<file path="config.mk">
export PLATFORM = sky130hd
export DESIGN_NAME = sdf_coverage_alpha_blend_unit
export DESIGN_NICKNAME = d
export VERILOG_FILES = /design/src/rtl/sdfcab_pkg.sv /design/src/rtl/sdfcab_ramp.sv /design/src/rtl/sdfcab_smooth.sv /design/src/rtl/sdfcab_blend.sv /design/src/rtl/sdf_coverage_alpha_blend_unit.sv
export SDC_FILE = /design/constraint.sdc
export NUM_CORES = 2
export LEC_CHECK = 0
export ABC_AREA = 1
export BUFFER_PORTS_ARGS = -buffer_cell sky130_fd_sc_hd__buf_4
export CAP_MARGIN = 20
export CORE_AREA = 2 2 367 369
export CTS_CLUSTER_DIAMETER = 40
export DETAILED_ROUTE_END_ITERATION = 12
export DIE_AREA = 0 0 369 371
export HOLD_SLACK_MARGIN = 0.12
export PLACE_DENSITY = 0.71
export SYNTH_ARGS = -nofsm -noshare
export SYNTH_HDL_FRONTEND = slang
export SYNTH_HIERARCHICAL = 1
export SYNTH_SLANG_ARGS = --single-unit
</file>
<file path="constraint.sdc">
create_clock -name clock -period 12.9 [get_ports clock]
set_input_delay 0 -clock clock [delete_from_list [all_inputs] [get_ports clock]]
set_output_delay 0 -clock clock [all_outputs]
set_load 0.02 [all_outputs]
</file>
<file path="src/rtl/sdfcab_pkg.sv">
// ----------------------------------------------------------------------------
// sdfcab_pkg
// Shared constants and types for the distance-field coverage and alpha blend
// unit: register map, reset values and fixed-point constants.
// ----------------------------------------------------------------------------
package sdfcab_pkg;

   localparam int CSR_INDEX_BITS = 2;
   localparam int CSR_DATA_BITS  = 16;
   localparam int SPREAD_BITS    = 16;
   localparam int TEXT_BITS      = 8;
   localparam int NUM_CHANNELS   = 3;
   localparam int COVERAGE_BITS  = 17;

   typedef enum logic [CSR_INDEX_BITS-1:0] {
      CSR_SPREAD     = 2'd0,
      CSR_TEXT_RED   = 2'd1,
      CSR_TEXT_GREEN = 2'd2,
      CSR_TEXT_BLUE  = 2'd3
   } csr_index_type;

   localparam logic [SPREAD_BITS-1:0] SPREAD_RESET = 16'd1024;
   localparam logic [SPREAD_BITS-1:0] SPREAD_ONE   = 16'd256;
   localparam logic [TEXT_BITS-1:0]   TEXT_RESET   = 8'd10;

   // Q0.16 constants.
   localparam logic [COVERAGE_BITS-1:0] Q16_ONE   = 17'd65536;
   localparam logic [COVERAGE_BITS-1:0] COVER_MIN = 17'd65;
   // Three in Q0.16, the constant of the (3 - 2t) factor of smoothstep.
   localparam logic [17:0] SMOOTH_THREE = 18'd196608;

endpackage

</file>
<file path="src/rtl/sdfcab_ramp.sv">
// ----------------------------------------------------------------------------
// sdfcab_ramp
// Four-stage pipeline from the four distance samples to the clamped edge ramp
// value t in Q0.16: sample sum, spread multiply, reciprocal divide, and an
// exact remainder correction with clamping.
// ----------------------------------------------------------------------------
module sdfcab_ramp #(
   parameter int CHANNEL_BITS = 8
) (
   input  logic                                        clock,
   input  logic                                        reset,
   input  logic [sdfcab_pkg::SPREAD_BITS-1:0]          spread,
   input  logic                                        in_valid,
   output logic                                        in_ready,
   input  logic [3:0][CHANNEL_BITS-1:0]                samples,
   input  logic                                        beyond_edge,
   input  logic [sdfcab_pkg::NUM_CHANNELS-1:0][CHANNEL_BITS-1:0] dest,
   output logic                                        out_valid,
   input  logic                                        out_ready,
   output logic [sdfcab_pkg::COVERAGE_BITS-1:0]        ramp,
   output logic                                        out_beyond_edge,
   output logic [sdfcab_pkg::NUM_CHANNELS-1:0][CHANNEL_BITS-1:0] out_dest
);

   localparam int STAGES = 4;
   localparam int M      = (1 << CHANNEL_BITS) - 1;
   localparam int SUM_W  = CHANNEL_BITS + 2;
   localparam int D_W    = CHANNEL_BITS + 3;
   localparam int Z_W    = CHANNEL_BITS + 20;
   localparam int ZC_W   = CHANNEL_BITS + 10;
   localparam int QP_W   = ZC_W + 17;
   localparam int RW     = CHANNEL_BITS + 17;

   localparam logic signed [D_W-1:0] TWO_M     = D_W'(2 * M);
   localparam logic signed [Z_W-1:0] RAMP_OFS  = Z_W'(512 * M);
   localparam logic signed [Z_W-1:0] SAT_LIMIT = Z_W'(1024 * M);
   localparam logic [47:0] RECIP_WIDE = (48'd1 << (CHANNEL_BITS + 16)) / 48'(M);
   localparam logic [16:0] RECIP      = RECIP_WIDE[16:0];
   localparam logic [RW-1:0] M_RW     = RW'(M);

   // Stage handshake: a stage moves on when it is empty or the next one moves.
   logic [STAGES-1:0] vld_ff;
   logic [STAGES-1:0] vld_in;
   logic [STAGES-1:0] adv;

   always_comb begin
      adv[STAGES-1] = ~vld_ff[STAGES-1] | out_ready;
      for (int i = STAGES - 2; i >= 0; i--) begin
         adv[i] = ~vld_ff[i] | adv[i+1];
      end
      vld_in = {vld_ff[STAGES-2:0], in_valid};
   end

   always_ff @(posedge clock) begin
      if (reset) begin
         vld_ff <= '0;
      end else begin
         for (int i = 0; i < STAGES; i++) begin
            if (adv[i]) begin
               vld_ff[i] <= vld_in[i];
            end
         end
      end
   end

   assign in_ready  = adv[0];
   assign out_valid = vld_ff[STAGES-1];

   // Side payload that rides along every stage.
   logic [STAGES-1:0] edge_ff;
   logic [STAGES-1:0][sdfcab_pkg::NUM_CHANNELS-1:0][CHANNEL_BITS-1:0] dest_ff;

   always_ff @(posedge clock) begin
      if (adv[0]) begin
         edge_ff[0] <= beyond_edge;
         dest_ff[0] <= dest;
      end
      for (int i = 1; i < STAGES; i++) begin
         if (adv[i]) begin
            edge_ff[i] <= edge_ff[i-1];
            dest_ff[i] <= dest_ff[i-1];
         end
      end
   end

   // Stage 1: sum of the four samples.
   logic [SUM_W-1:0] sum_in;
   logic [SUM_W-1:0] sum_ff;

   assign sum_in = SUM_W'(samples[0]) + SUM_W'(samples[1])
                 + SUM_W'(samples[2]) + SUM_W'(samples[3]);

   // Stage 2: Z = (S - 2M) * P + 512M, so that t = floor(64Z / M).
   logic [sdfcab_pkg::SPREAD_BITS-1:0] p_val;
   logic signed [D_W-1:0]              d_val;
   logic signed [16:0]                 p_s;
   logic signed [Z_W-1:0]              z_in;
   logic signed [Z_W-1:0]              z_ff;

   always_comb begin
      p_val = (spread < sdfcab_pkg::SPREAD_ONE) ? sdfcab_pkg::SPREAD_ONE : spread;
      d_val = signed'({1'b0, sum_ff}) - TWO_M;
      p_s   = signed'({1'b0, p_val});
      z_in  = d_val * p_s + RAMP_OFS;
   end

   // Stage 3: clamp flags and the reciprocal product.
   logic            neg_in;
   logic            sat_in;
   logic [ZC_W-1:0] zc_in;
   logic [QP_W-1:0] qp_in;
   logic            neg_ff;
   logic            sat_ff;
   logic [ZC_W-1:0] zc_ff;
   logic [QP_W-1:0] qp_ff;

   always_comb begin
      neg_in = z_ff[Z_W-1] | (z_ff == '0);
      sat_in = (z_ff >= SAT_LIMIT);
      zc_in  = z_ff[ZC_W-1:0];
      qp_in  = QP_W'(zc_in) * QP_W'(RECIP);
   end

   // Stage 4: the estimate is low by at most one; the remainder fixes it.
   logic [15:0]                        q0;
   logic [RW-1:0]                      rem;
   logic [sdfcab_pkg::COVERAGE_BITS-1:0] q_fix;
   logic [sdfcab_pkg::COVERAGE_BITS-1:0] t_in;
   logic [sdfcab_pkg::COVERAGE_BITS-1:0] t_ff;

   always_comb begin
      q0    = qp_ff[ZC_W+15:ZC_W];
      rem   = RW'({zc_ff, 6'b0}) - RW'({q0, {CHANNEL_BITS{1'b0}}}) + RW'(q0);
      q_fix = 17'(q0) + 17'(rem >= M_RW);
      if (neg_ff) begin
         t_in = '0;
      end else if (sat_ff) begin
         t_in = sdfcab_pkg::Q16_ONE;
      end else begin
         t_in = q_fix;
      end
   end

   always_ff @(posedge clock) begin
      if (adv[0]) begin
         sum_ff <= sum_in;
      end
      if (adv[1]) begin
         z_ff <= z_in;
      end
      if (adv[2]) begin
         neg_ff <= neg_in;
         sat_ff <= sat_in;
         zc_ff  <= zc_in;
         qp_ff  <= qp_in;
      end
      if (adv[3]) begin
         t_ff <= t_in;
      end
   end

   assign ramp            = t_ff;
   assign out_beyond_edge = edge_ff[STAGES-1];
   assign out_dest        = dest_ff[STAGES-1];

endmodule

</file>
<file path="src/rtl/sdfcab_smooth.sv">
// ----------------------------------------------------------------------------
// sdfcab_smooth
// Three-stage smoothstep t*t*(3-2t) in Q0.16 and the blend decision. The
// 33-bit square is multiplied in two halves so no multiplier exceeds 17x18.
// ----------------------------------------------------------------------------
module sdfcab_smooth #(
   parameter int CHANNEL_BITS = 8
) (
   input  logic                                        clock,
   input  logic                                        reset,
   input  logic                                        in_valid,
   output logic                                        in_ready,
   input  logic [sdfcab_pkg::COVERAGE_BITS-1:0]        ramp,
   input  logic                                        beyond_edge,
   input  logic [sdfcab_pkg::NUM_CHANNELS-1:0][CHANNEL_BITS-1:0] dest,
   output logic                                        out_valid,
   input  logic                                        out_ready,
   output logic [sdfcab_pkg::COVERAGE_BITS-1:0]        coverage,
   output logic                                        blended,
   output logic [sdfcab_pkg::NUM_CHANNELS-1:0][CHANNEL_BITS-1:0] out_dest
);

   localparam int STAGES = 3;

   logic [STAGES-1:0] vld_ff;
   logic [STAGES-1:0] vld_in;
   logic [STAGES-1:0] adv;

   always_comb begin
      adv[STAGES-1] = ~vld_ff[STAGES-1] | out_ready;
      for (int i = STAGES - 2; i >= 0; i--) begin
         adv[i] = ~vld_ff[i] | adv[i+1];
      end
      vld_in = {vld_ff[STAGES-2:0], in_valid};
   end

   always_ff @(posedge clock) begin
      if (reset) begin
         vld_ff <= '0;
      end else begin
         for (int i = 0; i < STAGES; i++) begin
            if (adv[i]) begin
               vld_ff[i] <= vld_in[i];
            end
         end
      end
   end

   assign in_ready  = adv[0];
   assign out_valid = vld_ff[STAGES-1];

   logic [STAGES-2:0] edge_ff;
   logic [STAGES-1:0][sdfcab_pkg::NUM_CHANNELS-1:0][CHANNEL_BITS-1:0] dest_ff;

   always_ff @(posedge clock) begin
      if (adv[0]) begin
         dest_ff[0] <= dest;
         edge_ff[0] <= beyond_edge;
      end
      for (int i = 1; i < STAGES; i++) begin
         if (adv[i]) begin
            dest_ff[i] <= dest_ff[i-1];
         end
      end
      for (int i = 1; i < STAGES - 1; i++) begin
         if (adv[i]) begin
            edge_ff[i] <= edge_ff[i-1];
         end
      end
   end

   // Stage 1: square and the (3 - 2t) factor.
   logic [32:0] sq_in;
   logic [17:0] fac_in;
   logic [32:0] sq_ff;
   logic [17:0] fac_ff;

   always_comb begin
      sq_in  = 33'(34'(ramp) * 34'(ramp));
      fac_in = sdfcab_pkg::SMOOTH_THREE - {ramp, 1'b0};
   end

   // Stage 2: split product.
   logic [34:0] ph_in;
   logic [33:0] pl_in;
   logic [34:0] ph_ff;
   logic [33:0] pl_ff;

   always_comb begin
      ph_in = 35'(sq_ff[32:16]) * 35'(fac_ff);
      pl_in = 34'(sq_ff[15:0]) * 34'(fac_ff);
   end

   // Stage 3: recombine, take the top bits, decide whether to blend.
   logic [50:0]                          total;
   logic [sdfcab_pkg::COVERAGE_BITS-1:0] cov_in;
   logic                                 blend_in;
   logic [sdfcab_pkg::COVERAGE_BITS-1:0] cov_ff;
   logic                                 blend_ff;

   always_comb begin
      total    = {ph_ff, 16'b0} + 51'(pl_ff);
      // An off-glyph pixel reports no coverage at all.
      cov_in   = edge_ff[STAGES-2] ? '0 : total[48:32];
      blend_in = (cov_in > sdfcab_pkg::COVER_MIN);
   end

   always_ff @(posedge clock) begin
      if (adv[0]) begin
         sq_ff  <= sq_in;
         fac_ff <= fac_in;
      end
      if (adv[1]) begin
         ph_ff <= ph_in;
         pl_ff <= pl_in;
      end
      if (adv[2]) begin
         cov_ff   <= cov_in;
         blend_ff <= blend_in;
      end
   end

   assign coverage = cov_ff;
   assign blended  = blend_ff;
   assign out_dest = dest_ff[STAGES-1];

endmodule

</file>
<file path="src/rtl/sdfcab_blend.sv">
// ----------------------------------------------------------------------------
// sdfcab_blend
// Two-stage alpha blend of the text color over the destination, one lane per
// channel: dest + (text - dest) * a, then the output register.
// ----------------------------------------------------------------------------
module sdfcab_blend #(
   parameter int CHANNEL_BITS = 8
) (
   input  logic                                        clock,
   input  logic                                        reset,
   input  logic [sdfcab_pkg::NUM_CHANNELS-1:0][CHANNEL_BITS-1:0] text,
   input  logic                                        in_valid,
   output logic                                        in_ready,
   input  logic [sdfcab_pkg::COVERAGE_BITS-1:0]        coverage,
   input  logic                                        blended,
   input  logic [sdfcab_pkg::NUM_CHANNELS-1:0][CHANNEL_BITS-1:0] dest,
   output logic                                        out_valid,
   input  logic                                        out_ready,
   output logic [sdfcab_pkg::NUM_CHANNELS-1:0][CHANNEL_BITS-1:0] out_pixel,
   output logic                                        out_blended,
   output logic [sdfcab_pkg::COVERAGE_BITS-1:0]        out_coverage
);

   localparam int STAGES = 2;
   localparam int NCH    = sdfcab_pkg::NUM_CHANNELS;
   localparam int PW     = CHANNEL_BITS + 19;

   logic [STAGES-1:0] vld_ff;
   logic [STAGES-1:0] vld_in;
   logic [STAGES-1:0] adv;

   always_comb begin
      adv[STAGES-1] = ~vld_ff[STAGES-1] | out_ready;
      adv[0]        = ~vld_ff[0] | adv[1];
      vld_in        = {vld_ff[0], in_valid};
   end

   always_ff @(posedge clock) begin
      if (reset) begin
         vld_ff <= '0;
      end else begin
         for (int i = 0; i < STAGES; i++) begin
            if (adv[i]) begin
               vld_ff[i] <= vld_in[i];
            end
         end
      end
   end

   assign in_ready  = adv[0];
   assign out_valid = vld_ff[STAGES-1];

   // Stage 1: signed difference times coverage, per channel.
   logic signed [CHANNEL_BITS:0]  diff [NCH];
   logic signed [17:0]            cov_s;
   logic signed [NCH-1:0][PW-1:0] prod_in;
   logic signed [NCH-1:0][PW-1:0] prod_ff;
   logic [NCH-1:0][CHANNEL_BITS-1:0] dest_ff;
   logic [sdfcab_pkg::COVERAGE_BITS-1:0] cov_ff;
   logic                                 blend_ff;

   always_comb begin
      cov_s = signed'({1'b0, coverage});
      for (int c = 0; c < NCH; c++) begin
         diff[c]    = signed'({1'b0, text[c]}) - signed'({1'b0, dest[c]});
         prod_in[c] = PW'(diff[c] * cov_s);
      end
   end

   // Stage 2: add the destination back and drop the fraction.
   logic signed [PW-1:0]             mix_sum [NCH];
   logic [NCH-1:0][CHANNEL_BITS-1:0] pix_in;
   logic [NCH-1:0][CHANNEL_BITS-1:0] pix_ff;
   logic [sdfcab_pkg::COVERAGE_BITS-1:0] cov_out_ff;
   logic                                 blend_out_ff;

   always_comb begin
      for (int c = 0; c < NCH; c++) begin
         mix_sum[c] = signed'({3'b0, dest_ff[c], 16'b0}) + signed'(prod_ff[c]);
         pix_in[c]  = blend_ff ? mix_sum[c][CHANNEL_BITS+15:16] : dest_ff[c];
      end
   end

   always_ff @(posedge clock) begin
      if (adv[0]) begin
         prod_ff  <= prod_in;
         dest_ff  <= dest;
         cov_ff   <= coverage;
         blend_ff <= blended;
      end
      if (adv[1]) begin
         pix_ff       <= pix_in;
         cov_out_ff   <= cov_ff;
         blend_out_ff <= blend_ff;
      end
   end

   assign out_pixel    = pix_ff;
   assign out_blended  = blend_out_ff;
   assign out_coverage = cov_out_ff;

endmodule

</file>
<file path="src/rtl/sdf_coverage_alpha_blend_unit.sv">
// ----------------------------------------------------------------------------
// sdf_coverage_alpha_blend_unit
// Signed-distance-field glyph coverage with smoothstep shaping and alpha blend
// of the text color over one destination pixel per request.
// ----------------------------------------------------------------------------
//  Channel   Direction  Handshake         Carries
//  req_      in         valid / ready     four samples, edge flag, dest RGB
//  rsp_      out        valid / ready     out RGB, blended flag, coverage
//  csr_      in         write enable      spread, text red / green / blue
//
// One request per clock unless the response side stalls. The ramp stages
// (sum, spread multiply, reciprocal divide, remainder fix) feed smoothstep,
// then the blend and output register. Every stage has its own valid bit
// and moves on whenever the stage after it is free, so bubbles close up while
// the response side is stalled and no request is dropped or repeated.
// Reset clears the valid bits and loads the register reset values.
// ----------------------------------------------------------------------------
module sdf_coverage_alpha_blend_unit #(
   parameter int CHANNEL_BITS = 8
) (
   input  logic                                      clock,
   input  logic                                      reset,
   input  logic                                      req_valid,
   output logic                                      req_ready,
   input  logic [CHANNEL_BITS-1:0]                   req_sample_top_left,
   input  logic [CHANNEL_BITS-1:0]                   req_sample_top_right,
   input  logic [CHANNEL_BITS-1:0]                   req_sample_bottom_left,
   input  logic [CHANNEL_BITS-1:0]                   req_sample_bottom_right,
   input  logic                                      req_beyond_edge,
   input  logic [CHANNEL_BITS-1:0]                   req_dest_red,
   input  logic [CHANNEL_BITS-1:0]                   req_dest_green,
   input  logic [CHANNEL_BITS-1:0]                   req_dest_blue,
   output logic                                      rsp_valid,
   input  logic                                      rsp_ready,
   output logic [CHANNEL_BITS-1:0]                   rsp_out_red,
   output logic [CHANNEL_BITS-1:0]                   rsp_out_green,
   output logic [CHANNEL_BITS-1:0]                   rsp_out_blue,
   output logic                                      rsp_blended,
   output logic [sdfcab_pkg::COVERAGE_BITS-1:0]      rsp_coverage,
   input  logic                                      csr_write,
   input  logic [sdfcab_pkg::CSR_INDEX_BITS-1:0]     csr_index,
   input  logic [sdfcab_pkg::CSR_DATA_BITS-1:0]      csr_data
);

   localparam int NCH = sdfcab_pkg::NUM_CHANNELS;

   // Configuration registers.
   logic [sdfcab_pkg::SPREAD_BITS-1:0]        spread_ff;
   logic [NCH-1:0][sdfcab_pkg::TEXT_BITS-1:0] text_ff;

   always_ff @(posedge clock) begin
      if (reset) begin
         spread_ff <= sdfcab_pkg::SPREAD_RESET;
         text_ff   <= {NCH{sdfcab_pkg::TEXT_RESET}};
      end else if (csr_write) begin
         case (sdfcab_pkg::csr_index_type'(csr_index))
            sdfcab_pkg::CSR_SPREAD: begin
               spread_ff <= csr_data;
            end
            sdfcab_pkg::CSR_TEXT_RED: begin
               text_ff[0] <= csr_data[sdfcab_pkg::TEXT_BITS-1:0];
            end
            sdfcab_pkg::CSR_TEXT_GREEN: begin
               text_ff[1] <= csr_data[sdfcab_pkg::TEXT_BITS-1:0];
            end
            sdfcab_pkg::CSR_TEXT_BLUE: begin
               text_ff[2] <= csr_data[sdfcab_pkg::TEXT_BITS-1:0];
            end
            default: begin
            end
         endcase
      end
   end

   // The color registers are fitted to the channel width.
   logic [NCH-1:0][CHANNEL_BITS-1:0] text_ch;

   always_comb begin
      for (int c = 0; c < NCH; c++) begin
         text_ch[c] = CHANNEL_BITS'(text_ff[c]);
      end
   end

   logic [3:0][CHANNEL_BITS-1:0]   samples;
   logic [NCH-1:0][CHANNEL_BITS-1:0] req_dest;

   assign samples  = {req_sample_bottom_right, req_sample_bottom_left,
                      req_sample_top_right, req_sample_top_left};
   assign req_dest = {req_dest_blue, req_dest_green, req_dest_red};

   // Ramp to smoothstep.
   logic                                  ramp_valid;
   logic                                  ramp_ready;
   logic [sdfcab_pkg::COVERAGE_BITS-1:0]  ramp_t;
   logic                                  ramp_edge;
   logic [NCH-1:0][CHANNEL_BITS-1:0]      ramp_dest;

   sdfcab_ramp #(
      .CHANNEL_BITS(CHANNEL_BITS)
   ) u_ramp (
      .clock          (clock),
      .reset          (reset),
      .spread         (spread_ff),
      .in_valid       (req_valid),
      .in_ready       (req_ready),
      .samples        (samples),
      .beyond_edge    (req_beyond_edge),
      .dest           (req_dest),
      .out_valid      (ramp_valid),
      .out_ready      (ramp_ready),
      .ramp           (ramp_t),
      .out_beyond_edge(ramp_edge),
      .out_dest       (ramp_dest)
   );

   // Smoothstep to blend.
   logic                                  cov_valid;
   logic                                  cov_ready;
   logic [sdfcab_pkg::COVERAGE_BITS-1:0]  cov_val;
   logic                                  cov_blend;
   logic [NCH-1:0][CHANNEL_BITS-1:0]      cov_dest;

   sdfcab_smooth #(
      .CHANNEL_BITS(CHANNEL_BITS)
   ) u_smooth (
      .clock      (clock),
      .reset      (reset),
      .in_valid   (ramp_valid),
      .in_ready   (ramp_ready),
      .ramp       (ramp_t),
      .beyond_edge(ramp_edge),
      .dest       (ramp_dest),
      .out_valid  (cov_valid),
      .out_ready  (cov_ready),
      .coverage   (cov_val),
      .blended    (cov_blend),
      .out_dest   (cov_dest)
   );

   logic [NCH-1:0][CHANNEL_BITS-1:0] rsp_pixel;

   sdfcab_blend #(
      .CHANNEL_BITS(CHANNEL_BITS)
   ) u_blend (
      .clock       (clock),
      .reset       (reset),
      .text        (text_ch),
      .in_valid    (cov_valid),
      .in_ready    (cov_ready),
      .coverage    (cov_val),
      .blended     (cov_blend),
      .dest        (cov_dest),
      .out_valid   (rsp_valid),
      .out_ready   (rsp_ready),
      .out_pixel   (rsp_pixel),
      .out_blended (rsp_blended),
      .out_coverage(rsp_coverage)
   );

   assign rsp_out_red   = rsp_pixel[0];
   assign rsp_out_green = rsp_pixel[1];
   assign rsp_out_blue  = rsp_pixel[2];

endmodule
</file>
==> out/metrics.yaml <==
drt_pass1_iterations: 6
startpoint_type: "flop"
status: "complete, no violations"
drv_slew: 0
dieArea_um2: 136900
port_buffers: 123
syn_avg_cell_area_um2: 8.589
gp_congestion: 0.9492
clk_latency_ns: 0.72
area_delta_synth_final_pct: 9.261
ios: 124
fp.dieH_um: 371
postPlaceCellArea_um2: 74850
worstSetupPathType: "flop to flop"
synth-warning-count: 6
cap_violations: 0
tns_ns: 0
finalHoldViolCount: 0
ys_types: 63
fmax_ghz: 0.1481
start_util_pct: 54.74
syn-instance-count: 8463
final.setup.worst_slack_ns: 6.148
grtUsageTotal_pct: 27.68
cts_tree: "done"
period_needed_ns: 6.752
coreArea_um2: 132800
via_count: 55060
htreeDepth: 3
nFillCells: 11430
final_cell_mix: "2073 x inv_1, 1855 x nand2_1, 1081 x fa_1, 740 x ha_1, 659 x nor2_1"
slowest_delay_ns: 0.77
hp-class: "input pin to flop"
ys_seq_area_share_pct: 21.51
cp_max_fo: 18
final_nets: 10460
final_common_cell: "inv_1"
ys_dominant_reg_cell: "edfxtp_1"
n_antenna_cell: 0
viasPerCell: 5.293
tightest_slew_ns: 1.055
cts_buffers: 86
setup_viol: 0
rsz0062_at_grt: "false"
hpwlAfterDp_um: 144000
relSlewSlack_pct: 29.64
gr-total-overflow: 0
clockBufferDepth: 3
remaining_drc_errors: 0
dp_slack_ns: 6.222
grt_max_degree: 75
cts_resized: 0
num_rows: 134
synth_edf_count: 488
drtAntennaViolNets: 0
cp_slowest_cell: "edfxtp_1"
routedWlPerCell_um: 17.71
cp-end-kind: "flop"
crit_arrival_ns: 7.23
netlist_area_um2: 72690
finalCritPeriodShare_pct: 52.34
synth_nets: 10360
path_common_cell: "nand2_1"
cts_root_buf: "clkbuf_16"
routed_wl_um: 184300
cts.reportedPaths.clkPinSlew_ns: 0.06
postLayoutCellArea_um2: 79420
grt_pass1_vias: 58040
cp_data_required_time_ns: 13.38
antenna_found_initial: 0
grt_pass1_wl_um: 300000
async_flop_share_pct: 0
drt-initial-drc-count: 3851
die_w_um: 369
finClkSkew_ns: 0.09422
cts.sinks: 537
drive_gt1_share_pct: 4.969
synth_seq_cells: 537
==> path summary, 6_finish.rpt <==
path,endpoint,start,cells after the start,slack (ns)
max,u_ramp/z_ff[20],u_ramp/sum_ff[1],25,6.15
min,text_ch[9],csr_data[1],4,0.17
max reg2reg,u_ramp/z_ff[20],u_ramp/sum_ff[1],25,6.15
min reg2reg,u_smooth/dest_ff[7],u_ramp/out_dest[7],0,0.39
==> cell families after synthesis <==
group                    Yosys count  synth area share, %
flip-flops                       537                21.51
adder cells (fa/ha/maj)         1821                42.51
buffers and inverters           2401                12.77
AND/OR/NAND/NOR                 2944                16.40
XOR/XNOR                         201                2.468
AO/OA/AOI/OAI                    559                4.338
==> cell type report <==
| class | count | area [um2] | area share (%) |
|---|---|---|---|
| Clock buffer | 90 | 2167 | 2.729 |
| Sequential cell | 537 | 15640 | 19.69 |
| Tap cell | 1768 | 2212 | 2.785 |
| Inverter | 2103 | 7899 | 9.946 |
| Timing Repair Buffer | 307 | 2639 | 3.323 |
| Multi-Input combinational cell | 5525 | 47800 | 60.19 |
| Clock inverter | 72 | 1067 | 1.344 |
==> per-stage QoR <==
step / instances / hold WS (ns) / utilization, %
after floorplan: 8463 / 0.06907 / -
after global placement: 10110 / 0.1786 / 56.36
after detailed placement: 10110 / 0.1793 / 56.37
after CTS: 10400 / 0.1203 / 59.80
after global routing: 10400 / 0.1567 / 59.81
final: 10400 / 0.1706 / 59.81
==> registers in the layout, indices dropped and copies added, names as in the netlist, 24 cells and up <==
signal / flops
u_ramp/dest_ff: 72
u_smooth/dest_ff: 48
u_smooth/ph_ff: 32
u_smooth/sq_ff: 32
u_ramp/z_ff: 28
text_ch: 24
u_blend/dest_ff: 24
u_blend/out_pixel: 24
u_blend/prod_ff: 24
u_ramp/out_dest: 24
u_smooth/out_dest: 24
==> worst max-delay path: cells and delay by family (launching register included) <==
kind,cells,cell delay [ns]
AO/OA/AOI/OAI,3,0.45
XOR/XNOR,1,0.13
adder cells (fa/ha/maj),7,3.12
buffers and inverters,4,0.55
flip-flops,1,0.77
AND/OR/NAND/NOR,10,1.49
==> layer usage <==
layer | GRT usage (%) | vias up | share of wire (%)
met3 | 4.452 | 368 | 7.3
li1 | - | 25690 | -
met1 | 36.72 | 27090 | 42
met5 | 0 | - | 0
met2 | 46.61 | 1917 | 48
met4 | 8.697 | 0 | 3.0
==> cells in the mapped netlist (6+ instances only) <==
library cell | number | area share (%)
nor3_2 | 7 | 0.096
nand2_1 | 1859 | 9.6
nand3b_1 | 16 | 0.17
dfxtp_1 | 49 | 1.3
ha_1 | 740 | 13
nor4_1 | 21 | 0.18
nand4_1 | 62 | 0.53
or2_2 | 6 | 0.052
clkinv_1 | 8 | 0.041
buf_1 | 14 | 0.072
buf_4 | 54 | 0.56
o21a_1 | 21 | 0.22
nand3_1 | 223 | 1.5
nor2_2 | 9 | 0.077
fa_1 | 1081 | 30
clkbuf_1 | 200 | 1.0
buf_2 | 26 | 0.18
xnor2_1 | 64 | 0.77
nor2_1 | 660 | 3.4
o21ai_0 | 135 | 0.93
o21bai_1 | 27 | 0.28
inv_2 | 17 | 0.088
nand2_2 | 21 | 0.18
edfxtp_1 | 488 | 20
a21oi_1 | 284 | 2.0
a21boi_0 | 9 | 0.093
a31oi_1 | 13 | 0.11
a21o_1 | 27 | 0.28
xor2_1 | 134 | 1.6
inv_1 | 2077 | 11
o211ai_1 | 10 | 0.10
nor3_1 | 39 | 0.27
==> what timing repair did <==
item / in CTS / in global routing
endpoints found under the hold margin: 85 / 0
hold buffers: 132 / 0
setup buffers: 0 / 0
Power is left out: the tool's default activity adds up to more than one toggle a clock period on the data nets, which glitch-free logic cannot reach.
